File: src/hdl/fnes_ram.sv
module fnes_ram #(
  parameter int Width = 8,
  parameter int Depth = 16
) (
  input  logic                     clk_i,
  input  logic                     we_i,
  input  logic [$clog2(Depth)-1:0] waddr_i,
  input  logic [Width-1:0]         wdata_i,
  input  logic [$clog2(Depth)-1:0] raddr_i,
  output logic [Width-1:0]         rdata_o
);

  logic [Width-1:0] mem_q [Depth];
  logic [Width-1:0] rdata_q;

  always_ff @(posedge clk_i) begin
    if (we_i) begin
      mem_q[waddr_i] <= wdata_i;
    end
    rdata_q <= mem_q[raddr_i];
  end

  assign rdata_o = rdata_q;

endmodule

File: config.mk
export PLATFORM = sky130hd
export DESIGN_NAME = fnes_ram
export DESIGN_NICKNAME = d
export VERILOG_FILES = /design/src/hdl/fnes_ram.sv
export SDC_FILE = /design/constraint.sdc
export NUM_CORES = 1
export LEC_CHECK = 0
export ABC_CLOCK_PERIOD_IN_PS = 2500
export BUFFER_PORTS_ARGS = -buffer_cell sky130_fd_sc_hd__buf_4
export CORE_ASPECT_RATIO = 0.8
export CORE_MARGIN = 3
export CORE_UTILIZATION = 65
export CTS_CLUSTER_SIZE = 16
export DETAILED_ROUTE_END_ITERATION = 16
export MAX_ROUTING_LAYER = met4
export PLACE_DENSITY = 0.84
export SLEW_MARGIN = 5
export SYNTH_ARGS = -nofsm -noshare
export SYNTH_HDL_FRONTEND = slang
export SYNTH_SLANG_ARGS = --single-unit
File: constraint.sdc
create_clock -name clk_i -period 2.5 [get_ports clk_i]
set_clock_uncertainty 0.05 [all_clocks]
set_input_delay 0.25 -clock clk_i [delete_from_list [all_inputs] [get_ports clk_i]]
set_output_delay 0.25 -clock clk_i [all_outputs]
set_load 0.01 [all_outputs]
==> impl_metrics.ini, run 1 <==
[run_status]
run_status = complete, no violations

[setup_path]
path_class = in -> reg
critical_path_startpoint_category = input port
critical_path_buf_inv_count = 1
worst_path_dominant_cell_family = simple AND/OR/NAND/NOR gates
worst-path-max-fanout = 8
crit_arrival_ns = 1.56
timing.critical_path.to_type = flip-flop
worst_path_largest_cell_delay_ns = 0.68
critical_path_top_delay_cell = sky130_fd_sc_hd__nor2_1
crit_required_ns = 2.59
worstPathCellList = buf_4 > or3b_2 > nor2_1
r2r_slack_ns = 1.05

[global_route]
met3_routing_resource_usage_after_global_routing = 0.08126
track_usage = 0.2702
grt_pass1_wl_um = 16150
global_route.overflow_total = 0
first_global_vias = 2714
grt.busiest_layer = met2
antenna_found_initial = 0
grt_use_met2 = 0.4039
grt_max_degree = 33
use_met1 = 0.3486

[floorplanning]
dieArea_um2 = 9030
placementRows = 28
initial_cell_density_of_the_core = 0.6834
core_um2 = 7532
dieWidth_um = 105.5
die_height_um = 85.60
design.portCount = 26

[clocking]
tritoncts = built
clock_sink_count = 136
clock_path_buffers = 2
insertion_delay_of_the_later_clocked_pin_in_the_worst_skew_pair_ns = 0.52
cts_buffers = 17
clk_transition_reported_paths_ns = 0.06
clock-root-buffer = sky130_fd_sc_hd__clkbuf_8
post_cts.repair.setup_buffers = 0
cts.htree.levels = 4

[layout]
nNetsFinal = 302
finish.instance_area_um2 = 6201
syn2layout_area_growth_pct = 20.47
post_route_cells_drive_above_1_share = 0.2872
regArea_um2 = 4004
insertedDiodeCount = 0
multi_input_area_um2 = 1057
final_layout_fill_cell_count = 338

[routing]
vias_after_detailed_routing = 2538
initialDrtViolationCount = 211
post-route-drc-count = 0
avgRoutedWirePerCell_um = 26.48
drt-vias-per-instance = 6.329
drt_pass1_iterations = 4
route.final.wire_length_um = 10620
antenna_left = 0

[timing]
final.period_utilization = 0.5901
slew_headroom = 0.4234
finalSetupTns_ns = 0
rsz0062_at_grt = false
highest_achievable_clock_rate_ghz = 0.6778
setup_violations = 0
hold_violations_final = 0
finalMaxSlewViolations = 0
tightestPinTransition_ns = 0.8617
period_minus_slack_ns = 1.475

[synth]
synth.top_cell.area_share = 0.7467
synthesis.instances = 229
count_of_yosys_warnings_during_synthesis = 0
synth.largest_area_cell = sky130_fd_sc_hd__edfxtp_1
synth_most_common_cell = sky130_fd_sc_hd__edfxtp_1
number_of_flops_mapped_to_enable_cells_by_yosys = 128
synth_seq_cells = 136
mappedNetlistArea_um2 = 5147
synth.top_cells.by_area = sky130_fd_sc_hd__edfxtp_1 75%, sky130_fd_sc_hd__mux4_2 7.9%, sky130_fd_sc_hd__mux4_1 7.1%, sky130_fd_sc_hd__dfxtp_1 3.1%, sky130_fd_sc_hd__a22oi_1 2.3%
asyncSetResetFlopFracSynth = 0
synth_top_cells_by_count = 128 x sky130_fd_sc_hd__edfxtp_1, 18 x sky130_fd_sc_hd__mux4_2, 16 x sky130_fd_sc_hd__a22oi_1
seq_total_area_yosys = 0.7778
synth-main-ff-cell = sky130_fd_sc_hd__edfxtp_1
synth.net_count = 247
syn_area_per_cell_um2 = 22.48
synth_cell_type_count = 19

[placed_design]
io_buffers = 25
half_perimeter_wire_length_after_placement_um = 5993
place_congestion = 0.7542
dpl-instance-area_um2 = 5478

[power_and_ir_drop]
leakage_nw = 2.125
max-vdd-ir-drop_mv = 0.6474
power_density_nw_per_um2 = 893.2

[job]
drv_cap = 0

[worst_hold_path]
hold_path_class = in -> reg
final cells by class:
type,instances,share of cell area
clock buffer,17,0.06679
clock inverter,14,0.03692
multi-input combinational,83,0.1705
sequential,136,0.6457
tap,105,0.02119
timing repair buffer,46,0.05892
final timing paths:
kind                          startpoint               endpoint  depth (start not counted)
hold reg to reg   mem_q[12][7]$_DFFE_PP_     rdata_o[7]$_DFF_P_                          3
setup reg to reg   mem_q[2][0]$_DFFE_PP_     rdata_o[0]$_DFF_P_                          3
hold / removal                waddr_i[0]  mem_q[4][4]$_DFFE_PP_                          2
setup / recovery              waddr_i[2]  mem_q[3][5]$_DFFE_PP_                          3
per-stage QoR:
step / total power, mW / util / setup WS (ns) / hold slack (ns) / cells
final: 5.539 / 0.8233 / 1.025 / 0.05382 / 401
after global routing: 5.682 / 0.8233 / 0.9784 / 0.04507 / 401
after floorplan: 2.744 / - / 0.7071 / 0.2989 / 229
after CTS: 5.587 / 0.8233 / 1.041 / 0.01977 / 401
after global placement: 2.845 / 0.7272 / 0.5619 / 0.5033 / 362
after detailed placement: 2.859 / 0.7272 / 0.5310 / 0.5176 / 362
state kept, by name, summed over array words and instances (netlist names):
signal,cells
rdata_o,8
mem_q,128
power by group:
part	total, mW	leakage [nW]	switching [mW]	internal, mW
Sequential	2.57	1.22	0.0204	2.55
Combinational	0.258	0.594	0.140	0.118
Clock	2.71	0.307	0.904	1.81
Total	5.54	2.12	1.06	4.47
cells by family after synthesis:
group / Yosys count / share of synthesized area
flip-flops: 136 / 0.7778
AND/OR/NAND/NOR: 35 / 0.03184
multiplexers: 32 / 0.1502
AO/OA/AOI/OAI: 16 / 0.02334
buffers and inverters: 10 / 0.01677
metal layers:
layer  vias up  share of wire
li1       1084              -
met1      1287           0.40
met2       148           0.49
met3        19          0.091
met4         0          0.025
met5         -              0
layout by cell type, fill, tap and decap left out:
master                          synthesis  routed
sky130_fd_sc_hd__a22oi_1               16      16
sky130_fd_sc_hd__and2_1                 1       1
sky130_fd_sc_hd__and2b_1                1       1
sky130_fd_sc_hd__buf_4                  1      38
sky130_fd_sc_hd__bufinv_16              0       6
sky130_fd_sc_hd__clkbuf_16              0      16
sky130_fd_sc_hd__clkbuf_8               0       1
sky130_fd_sc_hd__clkinv_1               0       3
sky130_fd_sc_hd__clkinv_2               0       1
sky130_fd_sc_hd__clkinv_4               0       1
sky130_fd_sc_hd__clkinvlp_4             0       2
sky130_fd_sc_hd__dfxtp_1                8       8
sky130_fd_sc_hd__dlygate4sd3_1          0       8
sky130_fd_sc_hd__edfxtp_1             128     128
sky130_fd_sc_hd__inv_6                  0       1
sky130_fd_sc_hd__mux4_1                14      14
sky130_fd_sc_hd__mux4_2                18      18
sky130_fd_sc_hd__nand2_1                9       9
sky130_fd_sc_hd__nand2b_1               2       2
sky130_fd_sc_hd__nand3_1                1       1
sky130_fd_sc_hd__nand3b_1               2       2
sky130_fd_sc_hd__nor2_1                13      13
sky130_fd_sc_hd__nor2b_1                1       1
sky130_fd_sc_hd__nor3_1                 4       4
sky130_fd_sc_hd__or3b_2                 1       1
timing repair:
item / 4_1_cts / 5_1_grt
resized for setup: 0 / 0
hold buffers: 8 / 0
endpoints found under the hold margin: 128 / 0
Note: power is estimated with default switching activity, not from simulation.
==> run 2: changes to the inputs <==
- ABC_CLOCK_PERIOD_IN_PS: 2500 -> 1200
- CORE_UTILIZATION: 65 -> 54
- PLACE_DENSITY: 0.84 -> 0.74
- clock period: 2.5 -> 1.2 ns (I/O delays scaled with it)
==> run 2 against run 1 <==
The run now ends with setup timing left; clock power rose by 100%; final cell count is 10% higher; non-clock buffer count up 31; critical endpoint is now rdata_o[3]$_DFF_P_; highest routed layer unchanged; sequential share of layout area down 2.9 points; design area is 4.6% higher; count of clock-buffer cells in the layout increased by 7; global-route usage decreased by 5.0 points; wire length down 3.0%; register-to-register slack got worse by 1.2 ns; worst hold slack better by 0.095 ns; sequential power grew 110%; via count rose by 2.3%.
==> impl_metrics.ini, run 2 (same netlist as run 1, synthesis figures left out) <==
[run_status]
run_status = complete, but fails checks
failed_checks = setup timing

[global_route]
use_met1 = 0.3078
global_route.overflow_total = 0
grt_max_degree = 17
grt_pass1_wl_um = 15770
track_usage = 0.2203
met3_routing_resource_usage_after_global_routing = 0.06986
first_global_vias = 2683
grt.busiest_layer = met2
grt_use_met2 = 0.3141
antenna_found_initial = 0

[placed_design]
half_perimeter_wire_length_after_placement_um = 6830
io_buffers = 25
numPlacedInstances = 403
place_congestion = 0.8010
dpl-instance-area_um2 = 5756
pre_cts_ws_ns = -0.4041

[floorplanning]
dieArea_um2 = 10750
design.portCount = 26
placementRows = 31
dieWidth_um = 115.2
initial_cell_density_of_the_core = 0.5623
die_height_um = 93.33
core_um2 = 9154

[setup_path]
worst_r2r_path_depth = 3
r2r_slack_ns = -0.16
worst_path_dominant_cell_family = multiplexers
critical_path.reg2reg.endpoint = rdata_o[3]$_DFF_P_
r2r-start = mem_q[3][3]$_DFFE_PP_
worst_setup_path_endpoint = rdata_o[3]$_DFF_P_
worst-path-max-fanout = 1
cp.depth = 3
worstPathCellList = mux4_2 > a22oi_2 > nand2_1
worst_path_largest_cell_delay_ns = 0.49
path_class = reg -> reg
timing.critical_path.to_type = flip-flop
critical_path_top_delay_cell = sky130_fd_sc_hd__mux4_2
crit_required_ns = 1.45
startpoint = mem_q[3][3]$_DFFE_PP_
critical_path_buf_inv_count = 0
crit_arrival_ns = 1.61
critical_path_startpoint_category = flip-flop

[routing]
drt_pass1_iterations = 4
initialDrtViolationCount = 226
drt-vias-per-instance = 5.862
antenna_left = 0
post-route-drc-count = 0
avgRoutedWirePerCell_um = 23.24
route.final.wire_length_um = 10300
vias_after_detailed_routing = 2597

[worst_hold_path]
hold_path_class = in -> reg

[timing]
hold_violations_final = 0
setup_violations = 8
tightestPinTransition_ns = 0.7972
rsz0062_at_grt = true
final.period_utilization = 1.131
slew_headroom = 0.4675
period_minus_slack_ns = 1.357
finalMaxSlewViolations = 0
highest_achievable_clock_rate_ghz = 0.7369
finalWorstSetupSlack_ns = -0.1570
hold-worst-slack_ns = 0.1491

[layout]
max_reg_flops = 128
leading_cell_type_in_the_layout_fill_and_taps_excluded = sky130_fd_sc_hd__edfxtp_1
largest_register = mem_q
insertedDiodeCount = 0
mostFrequentLayoutCells = 128 x sky130_fd_sc_hd__edfxtp_1, 66 x sky130_fd_sc_hd__buf_4, 31 x sky130_fd_sc_hd__mux4_2
instances_no_fill = 443
layout.core_utilization = 0.7089
nNetsFinal = 333
finish.instance_area_um2 = 6489
syn2layout_area_growth_pct = 26.06
post_route_cells_drive_above_1_share = 0.4360

[power_and_ir_drop]
power_density_nw_per_um2 = 1762
leakage_nw = 2.254
max-vdd-ir-drop_mv = 0.9727

[clocking]
clock_sink_count = 136
post_cts.repair.setup_buffers = 0
clock_path_buffers = 2
insertion_delay_of_the_later_clocked_pin_in_the_worst_skew_pair_ns = 0.41
tritoncts = built
clock-root-buffer = sky130_fd_sc_hd__clkbuf_16
clk_transition_reported_paths_ns = 0.05
cts.htree.levels = 4
cts_buffers = 17

[job]
drv_cap = 0
-- run 2: cell count changes in the layout (fill, tap and decap cells not counted), sizes merged --
cell and change:
buf +31, bufinv -2, clkbuf +7, clkinv -1, clkinvlp -2, inv -1
-- run 2: how the worst min path moves through the flow --
stage                     startpoint                     to  slack [ns]  cells past startpoint
after detailed placement  wdata_i[7]  mem_q[6][7]$_DFFE_PP_        0.39                      1
after floorplan           wdata_i[0]  mem_q[0][0]$_DFFE_PP_        0.17                      0
after global routing      waddr_i[0]  mem_q[0][6]$_DFFE_PP_        0.14                      3
after CTS                 waddr_i[1]  mem_q[0][3]$_DFFE_PP_        0.13                      3
after global placement    wdata_i[7]  mem_q[2][7]$_DFFE_PP_        0.37                      1
final                     waddr_i[1]  mem_q[0][3]$_DFFE_PP_        0.15                      3
-- run 2: where the power goes --
part           internal, mW  switching (mW)  total, mW
clock network          3.63            1.80       5.43
registers              5.31          0.0392       5.35
logic                 0.322           0.328      0.649
total                  9.27            2.16       11.4
-- run 2: through the flow --
step | setup TNS [ns] | power [mW]
floorplan | -0.8497 | 5.745
finish | -0.9359 | 11.43
detailed placement | -16.45 | 6.053
global route | -1.345 | 11.76
CTS | -0.9822 | 11.49
global placement | -13.26 | 6.029
-- run 2: final cells by class --
cell class | count | area (um^2)
timing repair buffer | 77 | 635.6
clock inverter | 8 | 143.9
sequential | 136 | 4004
clock buffer | 24 | 481.7
fill | 541 | 2665
tap | 115 | 143.9
multi-input combinational | 83 | 1080
-- run 2: routing by layer --
| layer | up-vias | wire length, um |
|---|---|---|
| met2 | 94 | 4840 |
| met1 | 1350 | 4707 |
| met3 | 17 | 641 |
| met5 | - | 0 |
| li1 | 1136 | - |
| met4 | 0 | 107 |
-- run 2: worst register-to-register path, stage by stage, from the launching register on --
cell,delay [ns]
sky130_fd_sc_hd__edfxtp_1,0.38
sky130_fd_sc_hd__mux4_2,0.49
sky130_fd_sc_hd__a22oi_2,0.25
sky130_fd_sc_hd__nand2_1,0.08
-- run 2: repair_timing --
| action | CTS | global route |
|---|---|---|
| resized for setup | 7 | 2 |
| pin swaps | 2 | 1 |
| hold buffers | 8 | 0 |
| hold endpoints to repair | 128 | 0 |
| setup endpoints to repair | 8 | 8 |
